<file path="config.mk">
export PLATFORM = sky130hd
export DESIGN_NAME = blum_integer_test_unit
export DESIGN_NICKNAME = d
export VERILOG_FILES = /design/src/hw/rtl/blum_pkg.sv /design/src/hw/rtl/blum_div.sv /design/src/hw/rtl/blum_integer_test_unit.sv
export SDC_FILE = /design/constraint.sdc
export NUM_CORES = 1
export LEC_CHECK = 0
export BUFFER_PORTS_ARGS = -buffer_cell sky130_fd_sc_hd__clkbuf_2
export CORE_MARGIN = 1.5
export CORE_UTILIZATION = 60
export CTS_CLUSTER_SIZE = 8
export DETAILED_ROUTE_END_ITERATION = 16
export PLACE_DENSITY = 0.84
export SETUP_SLACK_MARGIN = 0.15
export SLEW_MARGIN = 20
export SYNTH_ARGS = -nofsm -noshare
export SYNTH_HDL_FRONTEND = slang
export SYNTH_SLANG_ARGS = --single-unit
</file>
<file path="constraint.sdc">
create_clock -name clk -period 7.1 [get_ports clk]
set_input_delay 0.71 -clock clk [delete_from_list [all_inputs] [get_ports clk]]
set_output_delay 0.71 -clock clk [all_outputs]
set_load 0.05 [all_outputs]
</file>
<file path="src/hw/rtl/blum_pkg.sv">
package blum_pkg;

  localparam int VALUE_BITS_DEF = 20;
  localparam int CFG_W          = 21;
  localparam int SMALL_W        = 10;
  localparam int LARGE_W        = 19;

  localparam logic [CFG_W-1:0] LIMIT_RESET = 21'h100000;

  // first odd trial divisor and the residue mod 4 that a Blum prime needs
  localparam int         FIRST_DIV  = 3;
  localparam logic [1:0] BLUM_RES   = 2'b11;

  typedef enum logic [2:0] {
    S_IDLE,
    S_FCHK,
    S_FDIV,
    S_PCHK,
    S_PDIV,
    S_FIN
  } state_t;

  typedef struct packed {
    logic done;
    logic rem_zero;
  } div_stat_t;

endpackage

</file>
<file path="src/hw/rtl/blum_div.sv">
module blum_div #(
  parameter int VALUE_BITS = blum_pkg::VALUE_BITS_DEF,
  parameter int DIV_BITS   = (VALUE_BITS + 1) / 2 + 1
) (
  input  logic                    clk,
  input  logic                    rst_n,
  input  logic                    start,
  input  logic [VALUE_BITS-1:0]   dividend,
  input  logic [DIV_BITS-1:0]     divisor,
  output logic [VALUE_BITS-1:0]   quotient,
  output blum_pkg::div_stat_t     stat
);

  localparam int CW = $clog2(VALUE_BITS + 1);

  logic                  busy_r, busy_nxt;
  logic                  done_r, done_nxt;
  logic [CW-1:0]         cnt_r, cnt_nxt;
  logic [DIV_BITS-1:0]   rem_r, rem_nxt;
  logic [VALUE_BITS-1:0] quo_r, quo_nxt;

  logic [DIV_BITS:0]     trial;
  logic [DIV_BITS:0]     diff;
  logic                  ge;

  // one restoring step: shift in the next dividend bit, subtract if it fits
  assign trial = {rem_r, quo_r[VALUE_BITS-1]};
  assign ge    = trial >= {1'b0, divisor};
  assign diff  = trial - {1'b0, divisor};

  always_comb begin
    busy_nxt = busy_r;
    cnt_nxt  = cnt_r;
    rem_nxt  = rem_r;
    quo_nxt  = quo_r;
    done_nxt = busy_r && !start && (cnt_r == CW'(1));
    if (start) begin
      busy_nxt = 1'b1;
      cnt_nxt  = CW'(VALUE_BITS);
      rem_nxt  = '0;
      quo_nxt  = dividend;
    end else if (busy_r) begin
      rem_nxt = ge ? diff[DIV_BITS-1:0] : trial[DIV_BITS-1:0];
      quo_nxt = {quo_r[VALUE_BITS-2:0], ge};
      cnt_nxt = cnt_r - CW'(1);
      if (cnt_r == CW'(1)) begin
        busy_nxt = 1'b0;
      end
    end
  end

  always_ff @(posedge clk) begin
    if (!rst_n) begin
      busy_r <= 1'b0;
      done_r <= 1'b0;
      cnt_r  <= '0;
    end else begin
      busy_r <= busy_nxt;
      done_r <= done_nxt;
      cnt_r  <= cnt_nxt;
    end
  end

  always_ff @(posedge clk) begin
    rem_r <= rem_nxt;
    quo_r <= quo_nxt;
  end

  assign quotient      = quo_r;
  assign stat.done     = done_r;
  assign stat.rem_zero = (rem_r == '0);

endmodule

</file>
<file path="src/hw/rtl/blum_integer_test_unit.sv">
// Blum integer test.
// Input channel (in_valid / in_stall / in_value): one word per value to test.
// Output channel (out_valid / out_stall / out_is_blum, out_small_factor,
// out_large_factor): exactly one word per input word, in order. Factors are
// zero when the value is not a product of two distinct primes = 3 mod 4 that
// lies below the limit.
// Config channel (cfg_valid / cfg_ready / cfg_data): writes the upper limit;
// always ready. Write it only while the block is idle.
// One shared restoring divider does every trial division; each odd trial
// divisor passes through a check and issue state and then a divide state.
// An item that is rejected up front (even, below 2, at or above limit) goes
// straight to the finish state; otherwise the trials run from 3 up to
// sqrt(value) for the factor search and then up to sqrt(q) for the
// primality test of the cofactor. in_stall is high from acceptance until
// the result is moved into the output register.
// The output register holds one result; a stalled receiver keeps it and the
// next item may be accepted and worked on meanwhile. Reset clears the
// sequencer and output valid and sets the limit to 2^20.
module blum_integer_test_unit #(
  parameter int VALUE_BITS = blum_pkg::VALUE_BITS_DEF
) (
  input  logic                          clk,
  input  logic                          rst_n,
  input  logic                          in_valid,
  output logic                          in_stall,
  input  logic [VALUE_BITS-1:0]         in_value,
  output logic                          out_valid,
  input  logic                          out_stall,
  output logic                          out_is_blum,
  output logic [blum_pkg::SMALL_W-1:0]  out_small_factor,
  output logic [blum_pkg::LARGE_W-1:0]  out_large_factor,
  input  logic                          cfg_valid,
  output logic                          cfg_ready,
  input  logic [blum_pkg::CFG_W-1:0]    cfg_data
);

  localparam int DW = (VALUE_BITS + 1) / 2 + 1;
  localparam int SW = 2 * DW;
  localparam int LW = (VALUE_BITS > blum_pkg::CFG_W) ? VALUE_BITS : blum_pkg::CFG_W;
  localparam int FIRST_SQ = blum_pkg::FIRST_DIV * blum_pkg::FIRST_DIV;

  blum_pkg::state_t state_r, state_nxt;

  logic [VALUE_BITS-1:0]        n_r, n_nxt;
  logic [DW-1:0]                d_r, d_nxt;
  logic [SW-1:0]                sq_r, sq_nxt;
  logic [DW-1:0]                p_r, p_nxt;
  logic                         ok_r, ok_nxt;
  logic [blum_pkg::CFG_W-1:0]   limit_r, limit_nxt;

  logic                         out_valid_r, out_valid_nxt;
  logic                         out_blum_r, out_blum_nxt;
  logic [blum_pkg::SMALL_W-1:0] out_small_r, out_small_nxt;
  logic [blum_pkg::LARGE_W-1:0] out_large_r, out_large_nxt;

  logic                         div_start;
  logic [VALUE_BITS-1:0]        quo;
  blum_pkg::div_stat_t          div_stat;

  logic accept;
  logic in_ok;
  logic sq_over;
  logic out_free;
  logic pair_ok;

  blum_div #(
    .VALUE_BITS (VALUE_BITS),
    .DIV_BITS   (DW)
  ) u_div (
    .clk      (clk),
    .rst_n    (rst_n),
    .start    (div_start),
    .dividend (n_r),
    .divisor  (d_r),
    .quotient (quo),
    .stat     (div_stat)
  );

  assign accept   = in_valid && !in_stall;
  // even values and values below 2 cannot be a product of two odd primes
  assign in_ok    = (LW'(in_value) < LW'(limit_r)) && in_value[0]
                    && (in_value != VALUE_BITS'(1));
  assign sq_over  = sq_r > SW'(n_r);
  assign out_free = !out_valid_r || !out_stall;
  assign pair_ok  = (d_r[1:0] == blum_pkg::BLUM_RES) && (quo[1:0] == blum_pkg::BLUM_RES)
                    && (VALUE_BITS'(d_r) != quo);

  // next state
  always_comb begin
    state_nxt = state_r;
    unique case (state_r)
      blum_pkg::S_IDLE: begin
        if (in_valid) begin
          state_nxt = in_ok ? blum_pkg::S_FCHK : blum_pkg::S_FIN;
        end
      end
      blum_pkg::S_FCHK: begin
        state_nxt = sq_over ? blum_pkg::S_FIN : blum_pkg::S_FDIV;
      end
      blum_pkg::S_FDIV: begin
        if (div_stat.done) begin
          if (div_stat.rem_zero) begin
            state_nxt = pair_ok ? blum_pkg::S_PCHK : blum_pkg::S_FIN;
          end else begin
            state_nxt = blum_pkg::S_FCHK;
          end
        end
      end
      blum_pkg::S_PCHK: begin
        state_nxt = sq_over ? blum_pkg::S_FIN : blum_pkg::S_PDIV;
      end
      blum_pkg::S_PDIV: begin
        if (div_stat.done) begin
          state_nxt = div_stat.rem_zero ? blum_pkg::S_FIN : blum_pkg::S_PCHK;
        end
      end
      blum_pkg::S_FIN: begin
        if (out_free) begin
          state_nxt = blum_pkg::S_IDLE;
        end
      end
      default: state_nxt = blum_pkg::S_IDLE;
    endcase
  end

  // sequencer outputs
  always_comb begin
    in_stall  = (state_r != blum_pkg::S_IDLE);
    div_start = 1'b0;
    unique case (state_r)
      blum_pkg::S_FCHK,
      blum_pkg::S_PCHK: div_start = !sq_over;
      default:          div_start = 1'b0;
    endcase
  end

  // datapath
  always_comb begin
    n_nxt         = n_r;
    d_nxt         = d_r;
    sq_nxt        = sq_r;
    p_nxt         = p_r;
    ok_nxt        = ok_r;
    limit_nxt     = limit_r;
    out_valid_nxt = out_valid_r && out_stall;
    out_blum_nxt  = out_blum_r;
    out_small_nxt = out_small_r;
    out_large_nxt = out_large_r;

    if (cfg_valid && cfg_ready) begin
      limit_nxt = cfg_data;
    end

    if (accept) begin
      n_nxt  = in_value;
      d_nxt  = DW'(blum_pkg::FIRST_DIV);
      sq_nxt = SW'(FIRST_SQ);
      ok_nxt = 1'b0;
    end

    if (div_stat.done && (state_r == blum_pkg::S_FDIV || state_r == blum_pkg::S_PDIV)) begin
      if (div_stat.rem_zero) begin
        if (state_r == blum_pkg::S_FDIV) begin
          // keep d and its square: the cofactor has no divisor below p
          p_nxt = d_r;
          n_nxt = quo;
        end
      end else begin
        // advance to the next odd divisor: (d+2)^2 = d^2 + 4d + 4
        d_nxt  = d_r + DW'(2);
        sq_nxt = sq_r + SW'({d_r, 2'b00}) + SW'(4);
      end
    end

    if (state_r == blum_pkg::S_PCHK && sq_over) begin
      ok_nxt = 1'b1;
    end

    if (state_r == blum_pkg::S_FIN && out_free) begin
      out_valid_nxt = 1'b1;
      out_blum_nxt  = ok_r;
      out_small_nxt = ok_r ? blum_pkg::SMALL_W'(p_r) : '0;
      out_large_nxt = ok_r ? blum_pkg::LARGE_W'(n_r) : '0;
    end
  end

  always_ff @(posedge clk) begin
    if (!rst_n) begin
      state_r     <= blum_pkg::S_IDLE;
      out_valid_r <= 1'b0;
      limit_r     <= blum_pkg::LIMIT_RESET;
    end else begin
      state_r     <= state_nxt;
      out_valid_r <= out_valid_nxt;
      limit_r     <= limit_nxt;
    end
  end

  always_ff @(posedge clk) begin
    n_r         <= n_nxt;
    d_r         <= d_nxt;
    sq_r        <= sq_nxt;
    p_r         <= p_nxt;
    ok_r        <= ok_nxt;
    out_blum_r  <= out_blum_nxt;
    out_small_r <= out_small_nxt;
    out_large_r <= out_large_nxt;
  end

  assign cfg_ready        = 1'b1;
  assign out_valid        = out_valid_r;
  assign out_is_blum      = out_blum_r;
  assign out_small_factor = out_small_r;
  assign out_large_factor = out_large_r;

  a_blum_factor_res: assert property (@(posedge clk) disable iff (!rst_n)
    out_valid && out_is_blum |-> out_small_factor[1:0] == blum_pkg::BLUM_RES
                                 && out_large_factor[1:0] == blum_pkg::BLUM_RES)
    else $error("Blum result with a factor not 3 mod 4");

  a_not_blum_zero: assert property (@(posedge clk) disable iff (!rst_n)
    out_valid && !out_is_blum |-> out_small_factor == '0 && out_large_factor == '0)
    else $error("non-Blum result with nonzero factors");

  a_div_done_state: assert property (@(posedge clk) disable iff (!rst_n)
    div_stat.done |-> state_r == blum_pkg::S_FDIV || state_r == blum_pkg::S_PDIV)
    else $error("divider finished outside a divide state");

  a_accept_busy: assert property (@(posedge clk) disable iff (!rst_n)
    in_valid && !in_stall |=> in_stall)
    else $error("accepted word did not start work");

endmodule
</file>
==> impl_metrics.ini, run 1 <==
[worst_setup_path]
path_cells = inv_1 -> ha_1 -> nand4_1 -> nor4_2 -> nand2_1 -> o22ai_4 -> buf_4 -> or2_2
endpoint_kind = flop
worstPathRequired_ns = 7.18
critPathKind = reg -> reg
critPathTopFamily = simple AND/OR/NAND/NOR gates
cp_data_arrival_time_ns = 3.21
crit_start = n_r[9]
slowest_delay_ns = 0.51
path_buf_inv = 2
cp_slowest_cell = or2_2
start_kind = flop
worstPathMaxFanout = 34
regToRegStartpoint = n_r[9]

[synthesis]
syn_area_um2 = 8800
yosysSeqAreaShare_pct = 42.88
synth_top_area_cell = edfxtp_1
yosys-top-cells-area = edfxtp_1 (21%), dfxtp_1 (21%), ha_1 (11%)
syn_nets = 1047
ys.flop_type = dfxtp_1
synth.distinct_cells = 74
postSynthAreaPerCell_um2 = 9.523
syn_inst = 924
synth_edf_count = 63
yosys_warnings = 0
synthArstFlopShare_pct = 0
netlist.area_leader.share_pct = 21.50
ys_ff_latch = 157

[sta]
maxClockFrequency_ghz = 0.3193
skew_ns = 0.006496
tightest_slew_ns = 1.033
fin_crit_sh_pct = 44.12
timing.final.crit_period_ns = 3.132
timing.final.ws_setup_ns = 3.968
rsz0062_at_grt = no
holdWs_ns = 0.4879
hold_viol = 0
setup_viol = 0
final_max_slew_viol_count = 0
relSlewSlack_pct = 31.00
tns_ns = 0

[floorplanning]
rows = 44
die-area_um2 = 15400
io_pins = 79
dieWidth_um = 124.1
dieHeight_um = 124.1
start_util_pct = 61.01
core_um2 = 14420

[clocking]
cts_setup_buffers = 0
cts_tree = done
cts_resized = 0
clockBufferDepth = 2
clk_pin_slew_ns = 0.06
postCtsHoldBufs = 0
clk_latency_ns = 0.44
cts_root_buffer = clkbuf_16
clock_sinks = 157
cts_max_level = 4
cts_made_buffers = 17

[global_route]
antenna_found_initial = 0
grt-busiest-layer = met2
met2_usage_pct = 47.22
grt_pass1_wl_um = 34230
grt_pass1_vias = 6765
grt.met3_usage_pct = 6.181
met1_usage_pct = 39.15
grt_start_max_net_pins = 43
grt_usage_pct = 29.53
grt_overflow = 0

[power_and_ir_drop]
swShare_pct = 37.18
internal_power_mw = 2.320
power_frac_seq_pct = 37.8
clkPwrFrac_pct = 26.7
power_density_nw_per_um2 = 371.1
p_total_mw = 3.693
p_switching_mw = 1.373
peakVddDrop_v = 0.0002659
p_leak_nw = 4.204
combPwrFrac_pct = 35.5

[final_layout]
final_area_um2 = 9952
multi_input_area_um2 = 4622
nFillCells = 1059
nets = 1109
stdcell_count = 1183
utilization_pct = 69.00
final_cell_mix = dfxtp_1 (94), nand2_1 (78), clkbuf_2 (77)
final_common_cell = dfxtp_1
antenna_cells = 0
area.growth.synth_to_final_pct = 13.10
seq_area_um2 = 3774
drive_above_1_share_pct = 15.12

[run]
max-cap-violations = 0

[place]
dp_cells = 1151
pre_cts_ws_ns = 4.038
gp_congestion = 0.9079
post-dp-hpwl_um = 15460
port_buffers = 77
place_area_um2 = 9311

[detailed_routing]
wl_per_cell_um = 18.30
route.detailed.drc = 0
first_iter_violations = 938
first_pass_iters = 5
vias = 7266
viasPerCell = 6.142
ant_nets = 0
routed_wl_um = 21640

[hold_path]
min_from = cfg_data[20]
hp-class = in -> reg

[run_status]
status = complete, no violations
==> final cells by class <==
class | instances | share of cell area [%]
clock buffers | 20 | 4.589
clock inverters | 12 | 1.848
well taps | 184 | 2.313
repair buffers | 83 | 4.325
flip-flops and latches | 157 | 37.92
inverters | 68 | 2.565
multi-input cells | 659 | 46.44
==> kinds of logic (layout without fill, tap and decap cells) <==
kind of cell               Yosys count  in the layout  share of synthesized area [%]
DFF                                157            157                          42.88
AOI/OAI and AO/OA                  198            198                          14.92
muxes                               47             47                          5.631
xor gates and xnor gates            26             26                          2.588
buffers and inverters              108            183                          4.877
and+or+nand+nor                    310            310                          17.94
adders and majority gates           77             77                          11.12
other                                1              1                        0.04262
==> Yosys cell counts, drive strengths merged, types with 9 or more instances <==
master,n
dfxtp,94
xor2,15
o21a,17
a21oi,37
nand4,16
nor4,14
mux2,20
a31oi,36
clkbuf,24
a211oi,9
nand2b,12
edfxtp,63
xnor2,11
ha,75
o21ai,40
nand3,27
nand2,78
a21o,12
nor2,71
mux2i,27
inv,67
buf,16
nor2b,12
nor3,21
and2,31
==> power by group through the flow <==
stage	clock (mW)	combinational (mW)	sequential [mW]
2_1_floorplan	0	0.976	1.37
3_3_place_gp	0	1.25	1.39
3_5_place_dp	0	1.28	1.40
4_1_cts	0.994	1.30	1.39
5_1_grt	1.04	1.44	1.42
6_report	0.985	1.31	1.40
==> worst reg2reg max path: stages (launching register included) <==
cell and delay, ns:
dfxtp_1 0.38, inv_1 0.07, ha_1 0.33, nand4_1 0.18
nor4_2 0.38, nand2_1 0.17, o22ai_4 0.29, buf_4 0.44
or2_2 0.52
==> metal layers <==
layer | routed length (um) | part of all wire (%)
met1 | 9412 | 43
met5 | 0 | 0
met4 | 630 | 2.9
met2 | 10080 | 47
met3 | 1521 | 7.0
==> registers in the layout (all words and copies together), names as in the netlist, 11 cells and up <==
| register | cells |
|---|---|
| out_large_factor | 19 |
| n_r | 20 |
| d_r | 11 |
| limit_r | 21 |
| u_div.rem_r | 11 |
| sq_r | 22 |
| u_div.quotient | 20 |
==> path summary, 6_finish.rpt <==
| check | to | slack [ns] | cells after the start |
|---|---|---|---|
| setup / recovery | u_div.quotient[2] | 3.97 | 8 |
| hold / removal | limit_r[20] | 0.49 | 3 |
| setup reg to reg | u_div.quotient[2] | 3.97 | 8 |
| hold reg to reg | limit_r[13] | 0.49 | 2 |
Note: power is estimated with default switching activity, not from simulation.
==> run 2: changes to the inputs <==
==> constraint.sdc (replaced) <==
create_clock -name clk -period 3.1 [get_ports clk]
set_input_delay 0.31 -clock clk [delete_from_list [all_inputs] [get_ports clk]]
set_output_delay 0.31 -clock clk [all_outputs]
set_load 0.05 [all_outputs]
==> run 2 against run 1 <==
  * Design area increased by 1.1%
  * Worst hold slack got worse by 0.41 ns
  * Sequential power increased by 130%
  * Routed wire length increased by 1.9%
  * Clock power increased by 100%
  * Total power increased by 130%
  * Register-to-register slack got worse by 3.7 ns
  * Global-route usage increased by 0.79 points
  * Critical path depth increased by 3
  * First-iteration DRC count decreased by 15%
  * Critical endpoint is now sq_r[19]
==> impl_metrics.ini, run 2 (synthesis gave the netlist of run 1 again) <==
[sta]
tightest_slew_ns = 1.033
rsz0062_at_grt = no
hold_viol = 0
setup_viol = 0
relSlewSlack_pct = 31.00
timing.final.crit_period_ns = 2.786
timing.final.ws_setup_ns = 0.3144
maxClockFrequency_ghz = 0.3590
fin_crit_sh_pct = 89.86
skew_ns = 0.01349
final_max_slew_viol_count = 0
tns_ns = 0

[worst_setup_path]
cp_data_arrival_time_ns = 3.12
crit_start = d_r[0]
regToRegSetupSlack_ns = 0.31
critPathKind = reg -> reg
endpoint_kind = flop
start_kind = flop
path_cells = inv_1 -> ha_1 -> inv_1 -> ha_1 -> fa_1 -> a21oi_1 -> nand4b_1 -> a21oi_1 -> o211a_1 -> xor2_1 -> a32o_1
r2r_cells = 11
critPathTopFamily = compound AO/OA/AOI/OAI gates
worstPathMaxFanout = 4
slowest_delay_ns = 0.52
cp_slowest_cell = edfxtp_1
worstPathRequired_ns = 3.44
worst-path-stages = 11
rr_endpoint = sq_r[19]
regToRegStartpoint = d_r[0]
cp-endpoint = sq_r[19]
path_buf_inv = 2

[detailed_routing]
route.detailed.drc = 0
ant_nets = 0
first_pass_iters = 5
vias = 7442
first_iter_violations = 793
routed_wl_um = 22050
viasPerCell = 6.176
wl_per_cell_um = 18.30

[place]
port_buffers = 77
pre_cts_ws_ns = 0.2805
gp_congestion = 0.9395
post-dp-hpwl_um = 16270

[run]
max-cap-violations = 0

[power_and_ir_drop]
power_density_nw_per_um2 = 825.9
p_switching_mw = 3.186
peakVddDrop_v = 0.0005891
swShare_pct = 38.33
clkPwrFrac_pct = 24.1
internal_power_mw = 5.125
combPwrFrac_pct = 37.5
power_frac_seq_pct = 38.4
p_leak_nw = 4.286

[global_route]
grt_pass1_vias = 7122
grt_usage_pct = 30.32
antenna_found_initial = 0
grt_overflow = 0
grt_pass1_wl_um = 35540
grt_start_max_net_pins = 32

[hold_path]
hp-class = in -> reg

[final_layout]
antenna_cells = 0
nFillCells = 1027
largest_register_ffs = 22
area.growth.synth_to_final_pct = 14.35
final_cell_mix = dfxtp_1 (94), nand2_1 (78), clkbuf_2 (77)
multi_input_area_um2 = 4622
drive_above_1_share_pct = 16.94
final_common_cell = dfxtp_1
top_register = sq_r
reg_top3 = sq_r (22), limit_r (21)
nets = 1131
seq_area_um2 = 3774

[clocking]
clock_sinks = 157
clockBufferDepth = 2
clk_latency_ns = 0.45
cts_resized = 0
clk_pin_slew_ns = 0.06
cts_root_buffer = clkbuf_16
cts_tree = done
postCtsHoldBufs = 0
cts_made_buffers = 17
cts_max_level = 4
cts_setup_buffers = 0

[floorplanning]
die-area_um2 = 15400
io_pins = 79
rows = 44
dieWidth_um = 124.1
dieHeight_um = 124.1
start_util_pct = 61.01
core_um2 = 14420

[run_status]
status = complete, no violations
## run 2: cell count changes in the layout (fill, tap and decap cells not counted)
cell and delta:
clkbuf_8 -1, buf_4 +20, inv_8 -1, inv_6 +1, bufinv_16 -3, clkinv_2 +2, clkinv_4 +1, buf_12 +2
clkinvlp_4 +1
## run 2: metal layers
layer / part of all wire, % / GRT usage [%] / wire length [um] / vias up
met5: 0 / 0 / 0 / -
met4: 3.8 / 14.20 / 831 / 0
met3: 7.8 / 7.372 / 1729 / 74
met2: 45 / 47.15 / 9858 / 351
met1: 44 / 39.81 / 9633 / 3501
li1: - / - / - / 3516
## run 2: worst min-delay path by stage
stage                       startpoint  depth (start not counted)          end
after global placement      limit_r[0]                          2   limit_r[0]
after global routing       cfg_data[0]                          3   limit_r[0]
after detailed placement       n_r[19]                          2      n_r[19]
final                     cfg_data[20]                          3  limit_r[20]
after CTS                 cfg_data[20]                          3  limit_r[20]
after floorplan                 d_r[5]                          0       p_r[5]
## run 2: worst min-delay path: cells and delay by family
family	cells	cell delay (ns)
buffers and inverters	1	0.07
multiplexers	1	0.06
AND/OR/NAND/NOR	1	0.06
## run 2: power groups by stage
stage          Combinational (mW)  Sequential [mW]  Clock (mW)
6_report                     3.12             3.19        2.00
5_1_grt                      3.40             3.25        2.10
4_1_cts                      3.06             3.17        2.01
3_5_place_dp                 3.03             3.20           0
3_3_place_gp                 2.94             3.19           0
2_1_floorplan                2.23             3.15           0
## run 2: final cells by class
class	count	share of cell area [%]
well taps	184	2.288
clock inverters	13	1.169
flip-flops and latches	157	37.50
clock buffers	19	4.402
inverters	68	2.537
multi-input cells	659	45.93
repair buffers	105	6.168
## run 2: metrics by stage
step | hold slack [ns] | power [mW] | util, % | std cells | instance area (um2)
after floorplan | 0.4348 | 5.383 | - | 924 | 8800
after global placement | 0.4667 | 6.129 | 65.72 | 1170 | 9479
after detailed placement | 0.4786 | 6.229 | 65.72 | 1170 | 9479
after CTS | 0.08175 | 8.238 | 69.60 | 1202 | 10040
after global routing | 0.1151 | 8.752 | 69.76 | 1205 | 10060
final | 0.08094 | 8.311 | 69.76 | 1205 | 10060
